$ cat src/rtl/tpgt_pkg.sv
// Shared types, event codes and helpers for the trackpad pan gesture tracker.
`default_nettype none
package tpgt_pkg;

    localparam int unsigned QUEUE_DEPTH = 2;

    localparam int unsigned TIME_W  = 64;
    localparam int unsigned DELTA_W = 24;
    localparam int unsigned POS_W   = 24;
    localparam int unsigned PAN_W   = 32;
    localparam int unsigned DEV_W   = 8;
    localparam int unsigned PHASE_W = 3;
    localparam int unsigned CFG_INDEX_W = 1;
    localparam int unsigned CFG_DATA_W  = 8;

    // Register indexes on the configuration port
    localparam logic [CFG_INDEX_W-1:0] CFG_NATURAL_SCROLL = 1'd0;
    localparam logic [CFG_INDEX_W-1:0] CFG_DEVICE_NUMBER  = 1'd1;

    // Input operation codes
    localparam logic OP_SAMPLE = 1'b0;
    localparam logic OP_REMOVE = 1'b1;

    // Result phase codes
    localparam logic [PHASE_W-1:0] PH_ADD    = 3'd0;
    localparam logic [PHASE_W-1:0] PH_START  = 3'd1;
    localparam logic [PHASE_W-1:0] PH_UPDATE = 3'd2;
    localparam logic [PHASE_W-1:0] PH_END    = 3'd3;
    localparam logic [PHASE_W-1:0] PH_REMOVE = 3'd4;

    // Event mask bit positions, in emission order
    localparam int unsigned EV_COUNT  = 5;
    localparam int unsigned EV_IDX_W  = 3;
    localparam int unsigned EV_ADD    = 0;
    localparam int unsigned EV_START  = 1;
    localparam int unsigned EV_UPDATE = 2;
    localparam int unsigned EV_END    = 3;
    localparam int unsigned EV_REMOVE = 4;

    typedef logic [EV_COUNT-1:0] ev_mask_t;

    typedef struct packed {
        logic              natural_scroll;
        logic [DEV_W-1:0]  device_number;
    } tpgt_cfg_t;

    // One classified input: the events it causes and the data they report
    typedef struct packed {
        ev_mask_t                  events;
        logic [TIME_W-1:0]         time_stamp;
        logic [POS_W-1:0]          pos_horizontal;
        logic [POS_W-1:0]          pos_vertical;
        logic signed [PAN_W-1:0]   pan_horizontal;
        logic signed [PAN_W-1:0]   pan_vertical;
    } tpgt_entry_t;

    function automatic logic [PHASE_W-1:0] ev_phase(input logic [EV_IDX_W-1:0] idx);
        logic [PHASE_W-1:0] ph;
        case (idx)
            EV_IDX_W'(EV_ADD):    ph = PH_ADD;
            EV_IDX_W'(EV_START):  ph = PH_START;
            EV_IDX_W'(EV_UPDATE): ph = PH_UPDATE;
            EV_IDX_W'(EV_END):    ph = PH_END;
            default:              ph = PH_REMOVE;
        endcase
        return ph;
    endfunction

endpackage
`default_nettype wire

$ cat src/rtl/tpgt_front.sv
// Front end: accepts items, tracks gesture state and classifies each item into events.
`default_nettype none
module tpgt_front (
    input  wire                                  clk,
    input  wire                                  rst_n,
    input  wire tpgt_pkg::tpgt_cfg_t             cfg,
    input  wire                                  in_valid,
    output logic                                 in_ready,
    input  wire                                  operation,
    input  wire [tpgt_pkg::TIME_W-1:0]           time_stamp,
    input  wire                                  has_horizontal,
    input  wire                                  has_vertical,
    input  wire signed [tpgt_pkg::DELTA_W-1:0]   delta_horizontal,
    input  wire signed [tpgt_pkg::DELTA_W-1:0]   delta_vertical,
    input  wire [tpgt_pkg::POS_W-1:0]            pos_horizontal,
    input  wire [tpgt_pkg::POS_W-1:0]            pos_vertical,
    input  wire                                  q_full,
    output logic                                 q_push,
    output tpgt_pkg::tpgt_entry_t                q_entry
);

    localparam int unsigned DW = tpgt_pkg::DELTA_W;
    localparam int unsigned PW = tpgt_pkg::PAN_W;
    localparam int unsigned SW = PW + 2;

    logic                       active_reg, active_next;
    logic                       added_reg, added_next;
    logic                       hmov_reg, hmov_next;
    logic                       vmov_reg, vmov_next;
    logic [tpgt_pkg::POS_W-1:0] lat_h_reg, lat_h_next;
    logic [tpgt_pkg::POS_W-1:0] lat_v_reg, lat_v_next;
    logic signed [PW-1:0]       tot_h_reg, tot_h_next;
    logic signed [PW-1:0]       tot_v_reg, tot_v_next;

    logic signed [DW-1:0]       dx, dy;
    logic signed [DW:0]         sx, sy;
    logic signed [SW-1:0]       sum_h, sum_v;
    logic signed [PW-1:0]       base_h, base_v, sat_h, sat_v;
    logic                       moved, starting, accept;
    tpgt_pkg::ev_mask_t         events;

    function automatic logic signed [PW-1:0] sat_pan(input logic signed [SW-1:0] v);
        logic signed [PW-1:0] r;
        if (v[SW-1:PW-1] == '0 || v[SW-1:PW-1] == '1)
            r = v[PW-1:0];
        else if (v[SW-1])
            r = {1'b1, {(PW-1){1'b0}}};
        else
            r = {1'b0, {(PW-1){1'b1}}};
        return r;
    endfunction

    assign in_ready = !q_full;
    assign accept   = in_valid && in_ready;

    always_comb
    begin
        dx       = has_horizontal ? delta_horizontal : '0;
        dy       = has_vertical   ? delta_vertical   : '0;
        moved    = (dx != '0) || (dy != '0);
        starting = !active_reg && moved;

        // Negate unless natural scrolling; one extra bit covers the most negative delta
        sx = cfg.natural_scroll ? {dx[DW-1], dx} : -{dx[DW-1], dx};
        sy = cfg.natural_scroll ? {dy[DW-1], dy} : -{dy[DW-1], dy};

        base_h = starting ? '0 : tot_h_reg;
        base_v = starting ? '0 : tot_v_reg;
        sum_h  = {{2{base_h[PW-1]}}, base_h} + {{(SW-DW-1){sx[DW]}}, sx};
        sum_v  = {{2{base_v[PW-1]}}, base_v} + {{(SW-DW-1){sy[DW]}}, sy};
        sat_h  = sat_pan(sum_h);
        sat_v  = sat_pan(sum_v);

        active_next = active_reg;
        added_next  = added_reg;
        hmov_next   = hmov_reg;
        vmov_next   = vmov_reg;
        lat_h_next  = lat_h_reg;
        lat_v_next  = lat_v_reg;
        tot_h_next  = tot_h_reg;
        tot_v_next  = tot_v_reg;
        events      = '0;

        if (operation == tpgt_pkg::OP_REMOVE)
        begin
            events[tpgt_pkg::EV_END]    = active_reg;
            events[tpgt_pkg::EV_REMOVE] = added_reg;
            active_next = 1'b0;
            added_next  = 1'b0;
            hmov_next   = 1'b0;
            vmov_next   = 1'b0;
            lat_h_next  = '0;
            lat_v_next  = '0;
            tot_h_next  = '0;
            tot_v_next  = '0;
        end
        else if (active_reg || moved)
        begin
            if (starting)
            begin
                lat_h_next = pos_horizontal;
                lat_v_next = pos_vertical;
                hmov_next  = 1'b0;
                vmov_next  = 1'b0;
                events[tpgt_pkg::EV_ADD]   = !added_reg;
                events[tpgt_pkg::EV_START] = 1'b1;
                added_next = 1'b1;
            end
            if (has_horizontal)
                hmov_next = (dx != '0);
            if (has_vertical)
                vmov_next = (dy != '0);
            tot_h_next = moved ? sat_h : base_h;
            tot_v_next = moved ? sat_v : base_v;
            events[tpgt_pkg::EV_UPDATE] = moved;
            events[tpgt_pkg::EV_END]    = !hmov_next && !vmov_next;
            active_next = hmov_next || vmov_next;
        end

        // Results report the totals held before a remove clears them
        q_entry.events         = events;
        q_entry.time_stamp     = time_stamp;
        q_entry.pos_horizontal = (operation == tpgt_pkg::OP_REMOVE) ? lat_h_reg : lat_h_next;
        q_entry.pos_vertical   = (operation == tpgt_pkg::OP_REMOVE) ? lat_v_reg : lat_v_next;
        q_entry.pan_horizontal = (operation == tpgt_pkg::OP_REMOVE) ? tot_h_reg : tot_h_next;
        q_entry.pan_vertical   = (operation == tpgt_pkg::OP_REMOVE) ? tot_v_reg : tot_v_next;
    end

    assign q_push = accept && (events != '0);

    always_ff @(posedge clk or negedge rst_n)
    begin
        if (!rst_n)
        begin
            active_reg <= 1'b0;
            added_reg  <= 1'b0;
            hmov_reg   <= 1'b0;
            vmov_reg   <= 1'b0;
            lat_h_reg  <= '0;
            lat_v_reg  <= '0;
            tot_h_reg  <= '0;
            tot_v_reg  <= '0;
        end
        else if (accept)
        begin
            active_reg <= active_next;
            added_reg  <= added_next;
            hmov_reg   <= hmov_next;
            vmov_reg   <= vmov_next;
            lat_h_reg  <= lat_h_next;
            lat_v_reg  <= lat_v_next;
            tot_h_reg  <= tot_h_next;
            tot_v_reg  <= tot_v_next;
        end
    end

endmodule
`default_nettype wire

$ cat src/rtl/tpgt_queue.sv
// Short FIFO of classified items between the front and back ends.
`default_nettype none
module tpgt_queue #(
    parameter int unsigned DEPTH = tpgt_pkg::QUEUE_DEPTH
) (
    input  wire                    clk,
    input  wire                    rst_n,
    input  wire                    push,
    input  wire tpgt_pkg::tpgt_entry_t push_entry,
    input  wire                    pop,
    output logic                   full,
    output logic                   head_valid,
    output tpgt_pkg::tpgt_entry_t  head
);

    localparam int unsigned PTR_W = (DEPTH > 1) ? $clog2(DEPTH) : 1;
    localparam int unsigned CNT_W = $clog2(DEPTH + 1);

    tpgt_pkg::tpgt_entry_t  mem_reg [DEPTH];
    logic [PTR_W-1:0]       wr_ptr_reg, rd_ptr_reg;
    logic [CNT_W-1:0]       count_reg;
    logic                   do_push, do_pop;

    assign full       = (count_reg == CNT_W'(DEPTH));
    assign head_valid = (count_reg != '0);
    assign head       = mem_reg[rd_ptr_reg];
    assign do_push    = push && !full;
    assign do_pop     = pop && head_valid;

    function automatic logic [PTR_W-1:0] ptr_inc(input logic [PTR_W-1:0] p);
        return (p == PTR_W'(DEPTH - 1)) ? '0 : p + PTR_W'(1);
    endfunction

    always_ff @(posedge clk)
    begin
        if (do_push)
            mem_reg[wr_ptr_reg] <= push_entry;
    end

    always_ff @(posedge clk or negedge rst_n)
    begin
        if (!rst_n)
        begin
            wr_ptr_reg <= '0;
            rd_ptr_reg <= '0;
            count_reg  <= '0;
        end
        else
        begin
            if (do_push)
                wr_ptr_reg <= ptr_inc(wr_ptr_reg);
            if (do_pop)
                rd_ptr_reg <= ptr_inc(rd_ptr_reg);
            if (do_push && !do_pop)
                count_reg <= count_reg + CNT_W'(1);
            else if (do_pop && !do_push)
                count_reg <= count_reg - CNT_W'(1);
        end
    end

endmodule
`default_nettype wire

$ cat src/rtl/tpgt_back.sv
// Back end: loads each item's events into the output register, one per cycle unless stalled.
`default_nettype none
module tpgt_back (
    input  wire                                  clk,
    input  wire                                  rst_n,
    input  wire tpgt_pkg::tpgt_cfg_t             cfg,
    input  wire                                  head_valid,
    input  wire tpgt_pkg::tpgt_entry_t           head,
    output logic                                 pop,
    output logic                                 out_valid,
    input  wire                                  out_ready,
    output logic [tpgt_pkg::PHASE_W-1:0]         phase,
    output logic [tpgt_pkg::TIME_W-1:0]          out_time,
    output logic [tpgt_pkg::POS_W-1:0]           out_pos_horizontal,
    output logic [tpgt_pkg::POS_W-1:0]           out_pos_vertical,
    output logic signed [tpgt_pkg::PAN_W-1:0]    pan_horizontal,
    output logic signed [tpgt_pkg::PAN_W-1:0]    pan_vertical,
    output logic [tpgt_pkg::DEV_W-1:0]           device,
    output logic                                 last
);

    localparam int unsigned EC = tpgt_pkg::EV_COUNT;
    localparam int unsigned IW = tpgt_pkg::EV_IDX_W;

    tpgt_pkg::ev_mask_t        done_reg;
    tpgt_pkg::ev_mask_t        pending, sel;
    logic [IW-1:0]             sel_idx;
    logic [tpgt_pkg::PHASE_W-1:0] sel_phase;
    logic                      sel_last, load, zero_pan;

    logic                      out_valid_reg;
    logic [tpgt_pkg::PHASE_W-1:0] phase_reg;
    logic [tpgt_pkg::TIME_W-1:0]  time_reg;
    logic [tpgt_pkg::POS_W-1:0]   pos_h_reg, pos_v_reg;
    logic signed [tpgt_pkg::PAN_W-1:0] pan_h_reg, pan_v_reg;
    logic [tpgt_pkg::DEV_W-1:0]   dev_reg;
    logic                      last_reg;

    always_comb
    begin
        pending = head.events & ~done_reg;
        sel     = '0;
        sel_idx = '0;
        // Lowest pending bit goes first
        for (int i = EC - 1; i >= 0; i--)
        begin
            if (pending[i])
            begin
                sel     = '0;
                sel[i]  = 1'b1;
                sel_idx = IW'(i);
            end
        end
        sel_phase = tpgt_pkg::ev_phase(sel_idx);
        sel_last  = ((pending & ~sel) == '0);
        zero_pan  = (sel_phase == tpgt_pkg::PH_ADD) || (sel_phase == tpgt_pkg::PH_START);
    end

    assign load = head_valid && (!out_valid_reg || out_ready);
    assign pop  = load && sel_last;

    always_ff @(posedge clk or negedge rst_n)
    begin
        if (!rst_n)
        begin
            done_reg      <= '0;
            out_valid_reg <= 1'b0;
        end
        else
        begin
            if (load)
            begin
                done_reg      <= sel_last ? '0 : (done_reg | sel);
                out_valid_reg <= 1'b1;
            end
            else if (out_ready)
                out_valid_reg <= 1'b0;
        end
    end

    always_ff @(posedge clk)
    begin
        if (load)
        begin
            phase_reg <= sel_phase;
            time_reg  <= head.time_stamp;
            pos_h_reg <= head.pos_horizontal;
            pos_v_reg <= head.pos_vertical;
            pan_h_reg <= zero_pan ? '0 : head.pan_horizontal;
            pan_v_reg <= zero_pan ? '0 : head.pan_vertical;
            dev_reg   <= cfg.device_number;
            last_reg  <= sel_last;
        end
    end

    assign out_valid          = out_valid_reg;
    assign phase              = phase_reg;
    assign out_time           = time_reg;
    assign out_pos_horizontal = pos_h_reg;
    assign out_pos_vertical   = pos_v_reg;
    assign pan_horizontal     = pan_h_reg;
    assign pan_vertical       = pan_v_reg;
    assign device             = dev_reg;
    assign last               = last_reg;

endmodule
`default_nettype wire

$ cat src/rtl/trackpad_pan_gesture_tracker.sv
// Top level of the trackpad pan gesture tracker: config registers, front end, queue, back end.
//
//  channel | handshake             | payload
//  --------+-----------------------+-----------------------------------------------
//  in      | in_valid / in_ready   | operation, time_stamp, has_*, delta_*, pos_*
//  out     | out_valid / out_ready | phase, out_time, out_pos_*, pan_*, device, last
//  cfg     | cfg_valid / cfg_ready | cfg_index, cfg_data (always ready)
//
// An item is classified in the cycle it is accepted; its one to three events leave the
// output register one per cycle while out_ready holds, and an item with no events is
// not queued. The back end's single output register limits the flow of events.
// The queue lets the front keep accepting while the output stalls; in_ready drops only
// when the queue is full. Reset is asynchronous and needs no clearing pass.
`default_nettype none
module trackpad_pan_gesture_tracker #(
    parameter int unsigned QUEUE_DEPTH = tpgt_pkg::QUEUE_DEPTH
) (
    input  wire                                     clk,
    input  wire                                     rst_n,
    input  wire                                     cfg_valid,
    output logic                                    cfg_ready,
    input  wire [tpgt_pkg::CFG_INDEX_W-1:0]         cfg_index,
    input  wire [tpgt_pkg::CFG_DATA_W-1:0]          cfg_data,
    input  wire                                     in_valid,
    output logic                                    in_ready,
    input  wire                                     operation,
    input  wire [tpgt_pkg::TIME_W-1:0]              time_stamp,
    input  wire                                     has_horizontal,
    input  wire                                     has_vertical,
    input  wire signed [tpgt_pkg::DELTA_W-1:0]      delta_horizontal,
    input  wire signed [tpgt_pkg::DELTA_W-1:0]      delta_vertical,
    input  wire [tpgt_pkg::POS_W-1:0]               pos_horizontal,
    input  wire [tpgt_pkg::POS_W-1:0]               pos_vertical,
    output logic                                    out_valid,
    input  wire                                     out_ready,
    output logic [tpgt_pkg::PHASE_W-1:0]            phase,
    output logic [tpgt_pkg::TIME_W-1:0]             out_time,
    output logic [tpgt_pkg::POS_W-1:0]              out_pos_horizontal,
    output logic [tpgt_pkg::POS_W-1:0]              out_pos_vertical,
    output logic signed [tpgt_pkg::PAN_W-1:0]       pan_horizontal,
    output logic signed [tpgt_pkg::PAN_W-1:0]       pan_vertical,
    output logic [tpgt_pkg::DEV_W-1:0]              device,
    output logic                                    last
);

    tpgt_pkg::tpgt_cfg_t    cfg_reg;
    tpgt_pkg::tpgt_entry_t  push_entry, head;
    logic                   q_push, q_full, q_pop, head_valid;

    // Configuration must be written only while idle (the block does not enforce this), so both ends read it directly
    assign cfg_ready = 1'b1;

    always_ff @(posedge clk or negedge rst_n)
    begin
        if (!rst_n)
        begin
            cfg_reg.natural_scroll <= 1'b1;
            cfg_reg.device_number  <= '0;
        end
        else if (cfg_valid && cfg_ready)
        begin
            case (cfg_index)
                tpgt_pkg::CFG_NATURAL_SCROLL: cfg_reg.natural_scroll <= cfg_data[0];
                tpgt_pkg::CFG_DEVICE_NUMBER:  cfg_reg.device_number  <= cfg_data;
                default: ;
            endcase
        end
    end

    // Classify each accepted item and advance the gesture state
    tpgt_front u_front (
        .clk              (clk),
        .rst_n            (rst_n),
        .cfg              (cfg_reg),
        .in_valid         (in_valid),
        .in_ready         (in_ready),
        .operation        (operation),
        .time_stamp       (time_stamp),
        .has_horizontal   (has_horizontal),
        .has_vertical     (has_vertical),
        .delta_horizontal (delta_horizontal),
        .delta_vertical   (delta_vertical),
        .pos_horizontal   (pos_horizontal),
        .pos_vertical     (pos_vertical),
        .q_full           (q_full),
        .q_push           (q_push),
        .q_entry          (push_entry)
    );

    // Hold classified items until the back end drains them
    tpgt_queue #(
        .DEPTH (QUEUE_DEPTH)
    ) u_queue (
        .clk        (clk),
        .rst_n      (rst_n),
        .push       (q_push),
        .push_entry (push_entry),
        .pop        (q_pop),
        .full       (q_full),
        .head_valid (head_valid),
        .head       (head)
    );

    // Emit one event per cycle from the queue head while out_ready holds
    tpgt_back u_back (
        .clk                (clk),
        .rst_n              (rst_n),
        .cfg                (cfg_reg),
        .head_valid         (head_valid),
        .head               (head),
        .pop                (q_pop),
        .out_valid          (out_valid),
        .out_ready          (out_ready),
        .phase              (phase),
        .out_time           (out_time),
        .out_pos_horizontal (out_pos_horizontal),
        .out_pos_vertical   (out_pos_vertical),
        .pan_horizontal     (pan_horizontal),
        .pan_vertical       (pan_vertical),
        .device             (device),
        .last               (last)
    );

`ifndef ASSERT_OFF
    // Add and start always report freshly cleared totals
    a_zero_pan_on_start: assert property (@(posedge clk) disable iff (!rst_n)
        out_valid && (phase == tpgt_pkg::PH_ADD || phase == tpgt_pkg::PH_START)
        |-> (pan_horizontal == '0) && (pan_vertical == '0))
        else $error("add/start event with nonzero pan total");

    // Remove is always the final event of its item
    a_remove_is_last: assert property (@(posedge clk) disable iff (!rst_n)
        out_valid && (phase == tpgt_pkg::PH_REMOVE) |-> last)
        else $error("remove event not marked last");

    // Add is always followed by start for the same item
    a_add_not_last: assert property (@(posedge clk) disable iff (!rst_n)
        out_valid && (phase == tpgt_pkg::PH_ADD) |-> !last)
        else $error("add event marked last");
`endif

endmodule
`default_nettype wire

$ cat config.mk
export PLATFORM = sky130hd
export DESIGN_NAME = trackpad_pan_gesture_tracker
export DESIGN_NICKNAME = d
export VERILOG_FILES = /design/src/rtl/tpgt_pkg.sv /design/src/rtl/tpgt_front.sv /design/src/rtl/tpgt_queue.sv /design/src/rtl/tpgt_back.sv /design/src/rtl/trackpad_pan_gesture_tracker.sv
export SDC_FILE = /design/constraint.sdc
export NUM_CORES = 1
export LEC_CHECK = 0
export BUFFER_PORTS_ARGS = -buffer_cell sky130_fd_sc_hd__buf_4
export CAP_MARGIN = 20
export CORE_ASPECT_RATIO = 2
export CORE_MARGIN = 2
export CORE_UTILIZATION = 50
export DETAILED_ROUTE_END_ITERATION = 12
export GPL_ROUTABILITY_DRIVEN = 1
export PLACE_DENSITY = 0.73
export SLEW_MARGIN = 10
export SYNTH_ARGS = -nofsm -noshare
export SYNTH_HDL_FRONTEND = slang
export SYNTH_SLANG_ARGS = --single-unit
$ cat constraint.sdc
create_clock -name clk -period 10.15 [get_ports clk]
set_input_delay 0.5075 -clock clk [delete_from_list [all_inputs] [get_ports clk]]
set_output_delay 0.5075 -clock clk [all_outputs]
set_load 0.02 [all_outputs]
# Yosys cells after proc, flatten, opt, wreduce, memory -nomap -nowiden
# Memory sizes are Yosys's and may differ from the RTL's.
# Cells that the tools add are included.
[totals]
mem_bits_rw = 362
word_cells = 155
mem_count = 1
register_bits = 323
output_inout_bits = 191
[classes]
n_reduce_logical = 42
mux = 68
n_bitwise = 6
eq_ne = 7
addsub = 8
[mem_list]
columns = ["memory", "words", "word_bits", "rd", "rd_clocked_by_memory_dff", "wr", "line_no", "rtl"]
rows = [
  ["u_queue.mem_reg", 2, 181, 1, 0, 1, "tpgt_queue.sv:19", "tpgt_pkg::tpgt_entry_t mem_reg [DEPTH];"],
]
[op_table]
columns = ["cell", "count"]
rows = [
  ["32-bit two-way mux", 14],
  ["24-bit two-way mux", 10],
  ["32-bit by 25-bit adder with 33-bit output", 2],
  ["25-bit two-way mux", 2],
  ["25-bit negation", 2],
  ["24-bit nonzero test", 2],
  ["5-bit two-way mux", 6],
  ["1-bit two-way mux", 25],
  ["3-bit two-way mux", 6],
  ["3-bit zero test", 4],
  ["3-bit one-hot mux with 4 select lines", 1],
  ["5-bit AND", 2],
  ["1-bit logical AND", 10],
  ["5-bit inverter", 2],
  ["2-bit nonzero test", 5],
  ["1-bit zero test", 8],
  ["1-bit logical OR", 7],
  ["3-bit by 1-bit == test with 1-bit output, second input constant", 2],
  ["3-bit by 2-bit == test with 1-bit output, second input constant", 2],
  ["3-bit == test, second input constant", 2],
  ["2-bit two-way mux", 3],
  ["2-bit AND reduction", 3],
  ["5-bit zero test", 1],
  ["5-bit OR", 1],
  ["other kinds (8)", 9],
]

# Depth between registers and ports, before layout
[depth]
depth_word = 19
mapped_depth = 26

# Cells and area by module
# A second synthesis with hierarchy kept.
[unflattened]
hier_cells = 2589
hier_area_um2 = 32727.6
[modules_own_cells]
columns = ["module", "cells_each", "area_per_inst_um2", "n_inst"]
rows = [
  ["tpgt_queue", 582, 13369.1, 1],
  ["tpgt_front", 1687, 12477.0, 1],
  ["tpgt_back", 298, 6530.0, 1],
  ["trackpad_pan_gesture_tracker", 22, 351.6, 1],
]

# Worst setup path before layout
# Ideal clock, no wire load.
[synth_path]
path_kind = "input to register"
start = "in has_vertical"
end = "mem u_queue.mem_reg[0][0] (netlist bit) (enable)"
cell_stages = 15
arrival_ns = 10.394
required_ns = 9.425
slack_ns = -0.969
path_cell_list = "clkbuf_1 clkbuf_1 buf_1 and2_1 inv_1 ha_1 clkbuf_1 nand3_1 nor2_1 nand2_1 nand2_1 inv_1 a211o_1 nand2_1 nor2_1"
[synth_via]
elab_chain_len = 17
[synth_rtl]
columns = ["element", "line_no", "rtl"]
rows = [
  ["start, declared", "trackpad_pan_gesture_tracker.sv:29", "input wire has_vertical,"],
  ["24-bit two-way mux", "tpgt_front.sv:59", "dy = has_vertical ? delta_vertical : '0;"],
  ["24-bit nonzero test", "tpgt_front.sv:60, tpgt_front.sv:112", ""],
  ["1-bit logical OR", "tpgt_front.sv:60", "moved = (dx != '0) || (dy != '0);"],
  ["1-bit logical AND", "tpgt_front.sv:61", "starting = !active_reg && moved;"],
  ["1-bit two-way mux", "tpgt_front.sv:99", "if (starting)"],
  ["1-bit two-way mux (on tied branches)", "tpgt_front.sv:109, tpgt_front.sv:111", ""],
  ["1-bit two-way mux", "tpgt_front.sv:97", "else if (active_reg || moved)"],
  ["1-bit two-way mux", "tpgt_front.sv:84", "if (operation == tpgt_pkg::OP_REMOVE)"],
  ["1-bit zero test", "tpgt_front.sv:116", "events[tpgt_pkg::EV_END] = !hmov_next && !vmov_next;"],
  ["1-bit logical AND", "tpgt_front.sv:116", ""],
  ["4-bit two-way mux (*)", "tpgt_front.sv:97", ""],
  ["1-bit two-way mux", "tpgt_front.sv:84", ""],
  ["5-bit nonzero test (*)", "tpgt_front.sv:129", "assign q_push = accept && (events != '0);"],
  ["1-bit logical AND (*)", "tpgt_front.sv:129", ""],
  ["1-bit logical AND (*)", "tpgt_queue.sv:27", "assign do_push = push && !full;"],
  ["1-bit two-way mux (*)", "tpgt_queue.sv:36", "if (do_push)"],
  ["1-bit two-way mux (not written as such) (*)", "tpgt_queue.sv:37", "mem_reg[wr_ptr_reg] <= push_entry;"],
  ["end, declared", "tpgt_queue.sv:19", ""],
]
# Mark *: on every way between the ends. The rest lies on a longest branch, timed or not. The select of a mux whose other input is x is not followed.

==> impl_metrics.yaml <==
placement:
  place_hpwl_um: 56180
  numPlacedInstances: 3585
  placement.io_buffers: 366
  placed_standard_cell_area_um2: 35180
  globalplace.congestion: 0.9430
pwr:
  worst_ir_drop_vdd_v: 0.0002469
  power.static_leakage_nw: 14.43
  sw_frac_of_total_pct: 37.48
  seq_power_share_pct: 41.3
  switchingPower_mw: 4.390
  power-per-cell-area_nw_per_um2: 316.0
  p_int_mw: 7.322
  clock_power_share_pct: 18.3
  combinationalPowerShare_pct: 40.4
setup_path:
  required_ns: 10.55
  r2r_slack_ns: 3.93
  critical_path_peak_fanout: 118
  family_with_the_most_delay_on_the_worst_path: "compound AO/OA/AOI/OAI gates"
  regToRegEndpoint: "u_queue.mem_reg[0][59]"
  cp_num_buf_inv: 4
  timing.critical_path.slowest_stage_cell: "sky130_fd_sc_hd__o41ai_1"
  rr_worst_depth: 14
  critical_path.max_stage_delay_ns: 0.83
  timing.critical_path.arrival_ns: 6.84
  worstPathCellList: "buf_4 -> o41ai_1 -> nand4_1 -> o41ai_4 -> buf_12 -> and2_1 -> ha_1 -> inv_1 -> fa_1 -> nor2b_1 -> o2111ai_1 -> a31o_2 -> a2111oi_0 -> o21ai_0 -> a22o_1 -> o21ai_1 -> buf_4 -> nand2_1 -> o21ai_0"
  criticalPathCategory: "input pin to register"
  capturing_element_type_of_the_critical_path: "register"
  reg2reg_from: "cfg_reg[8]"
  critPathLaunchType: "input pin"
floorplan:
  die_h_um: 359.9
  core_area_um2: 62790
  fp-row-count: 130
  boundary_pins: 368
  die_w_um: 182.0
  design.die.area_um2: 65500
  floorplan.initialDensity_pct: 50.45
detailed_routing:
  postRouteAntennaNets: 0
  vias_per_cell: 5.855
  finalWirelength_um: 81610
  drt_pass1_iterations: 5
  dr_wl_cell_um: 22.07
  detailroute.via_count: 21650
  drc: 0
  drt_iter0_drc: 1722
sta:
  timing.final.crit_period_ns: 6.449
  grt_setup_unrepaired: "no"
  fmax_ghz: 0.1551
  fin_crit_sh_pct: 63.54
  fin_worst_hold_slack_ns: 0.08668
  slew_violations: 0
  final-setup-viol-count: 0
  fin_setup_tns_ns: 0
  relSlewSlack_pct: 20.74
  hold_viol: 0
  worstMarginPinSlew_ns: 1.180
  worst_clock_skew_ns: 0.02456
grt:
  via_count_of_the_first_global_routing_pass: 21910
  antenna_found_initial: 3
  globalRoute.totalOverflow: 0
  global_route_wire_length_before_repair_um: 124400
  global_route.usage.total_pct: 24.39
  pin_count_of_the_biggest_net_entering_global_routing: 146
flow_run:
  max-cap-violations: 0
layout:
  finalInstanceArea_um2: 37060
  instances_no_fill: 3698
  nFillCells: 5076
  sequential_cell_area_um2: 19900
  layout_commonest_cell: "sky130_fd_sc_hd__edfxtp_1"
  layout-area-overhead-vs-synth_pct: 16.99
  layout_cells_sized_above_1_pct: 23.31
  multi_input_combinational_cell_area_um2: 11150
  largest_reg_flops: 362
  mostFrequentLayoutCells: "sky130_fd_sc_hd__edfxtp_1, sky130_fd_sc_hd__buf_4, sky130_fd_sc_hd__nand2_1"
  nets: 3102
synthesis:
  netlist_area_um2: 31670
  ys_async_sr_fraction_pct: 19.71
  mappedNetlistNets: 2788
  synth_seq_cells: 685
  post_synth_num_cell_types: 78
  syn_area_per_cell_um2: 12.46
  yosysSeqAreaShare_pct: 62.81
  synthCells: 2542
  synthesis.yosys.warnings: 0
  postSynth.topFlopCell: "sky130_fd_sc_hd__edfxtp_1"
  synth_enable_flop_cells: 550
clock_network:
  clk_latency_ns: 0.61
  ctsHtreeMaxLevel: 2
  worst_setup_hold_path_clk_slew_ns: 0.07
  clock_path_buffers: 3
  cts-buffers-inserted: 57
  cts.repair_timing.setup_buffer_count: 0
  cts.sinks: 685
  clk_tree_root_cell: "sky130_fd_sc_hd__clkbuf_16"
  tritoncts: "yes"
min_path:
  worst_hold_path.endpoint: "u_queue.mem_reg[0][153]"
  min-delay-path-class: "input pin to register"
  worstHoldStart: "time_stamp[41]"
  number_of_stages_on_the_worst_hold_path: 1
run_status:
  result_of_the_run: "finished clean"
## stage by stage
stage | util, % | total power [mW] | setup WS (ns)
6_report | 59.02 | 11.71 | 3.701
2_1_floorplan | - | 7.970 | -0.9691
5_1_grt | 59.02 | 12.33 | 3.173
3_3_place_gp | 55.99 | 9.449 | 3.038
4_1_cts | 58.94 | 11.78 | 3.523
3_5_place_dp | 56.03 | 9.606 | 2.870
## cell usage after synthesis (27+ instances only)
cell	n	area, µm²
sky130_fd_sc_hd__mux2i_1	73	730.7
sky130_fd_sc_hd__nand2_1	258	968.4
sky130_fd_sc_hd__a21oi_1	142	710.7
sky130_fd_sc_hd__ha_1	67	838.3
sky130_fd_sc_hd__clkbuf_1	120	450.4
sky130_fd_sc_hd__mux2_2	172	1937
sky130_fd_sc_hd__xor2_1	27	236.5
sky130_fd_sc_hd__a22oi_1	60	450.4
sky130_fd_sc_hd__inv_1	42	157.7
sky130_fd_sc_hd__xnor2_1	55	481.7
sky130_fd_sc_hd__o21ai_0	221	1106
sky130_fd_sc_hd__nor3_1	29	145.1
sky130_fd_sc_hd__dfrtp_1	134	3353
sky130_fd_sc_hd__edfxtp_1	550	16520
sky130_fd_sc_hd__and2_1	72	450.4
sky130_fd_sc_hd__nor2_1	192	720.7
## worst max-delay path by stage
stage	startpoint	depth (start not counted)	to
after floorplan	has_vertical	15	u_queue.mem_reg[0][0]
after global placement	delta_horizontal[8]	19	u_queue.mem_reg[0][17]
after global routing	delta_horizontal[8]	19	u_queue.mem_reg[1][59]
after detailed placement	delta_horizontal[8]	19	u_queue.mem_reg[0][17]
after CTS	delta_horizontal[8]	19	u_queue.mem_reg[1][17]
final	delta_horizontal[8]	19	u_queue.mem_reg[0][59]
## power by group through the flow
stage	combinational, mW	sequential, mW	clock [mW]
floorplan	2.66	5.31	0
global placement	4.61	4.84	0
detailed placement	4.72	4.89	0
CTS	4.74	4.84	2.20
global route	5.11	4.93	2.29
finish	4.73	4.83	2.14
## cell families after synthesis
group,count (synthesis),synth area share (%)
AND/OR/NAND/NOR,663,9.477
flip-flops,685,62.81
AO/OA/AOI/OAI,610,11.87
other,1,0.01184
adder cells (fa/ha/maj),75,2.963
XOR/XNOR,82,2.267
buffers and inverters,181,2.181
multiplexers,245,8.422
## routing by layer
| metal | up-vias | track usage (%) | share of wire, % |
|---|---|---|---|
| met4 | 2 | 10.23 | 4.0 |
| met5 | - | 0 | 0.016 |
| met1 | 10650 | 28.15 | 38 |
| li1 | 10080 | - | - |
| met3 | 149 | 3.460 | 5.6 |
| met2 | 772 | 44.98 | 53 |
## area by class of cell
type	count	share of cell area [%]
inverters	43	0.4558
clock inverters	32	0.7361
diodes	2	0.01351
well taps	792	2.674
multi-input cells	1676	30.10
flip-flops and latches	685	53.70
repair buffers	393	8.154
clock buffers	75	4.167
## repair_timing
| item | CTS | global route |
|---|---|---|
| resized for setup | 0 | 0 |
| hold buffers | 1 | 0 |
| hold endpoints to repair | 49 | 0 |
No activity file was read; power rests on OpenSTA's default activity.
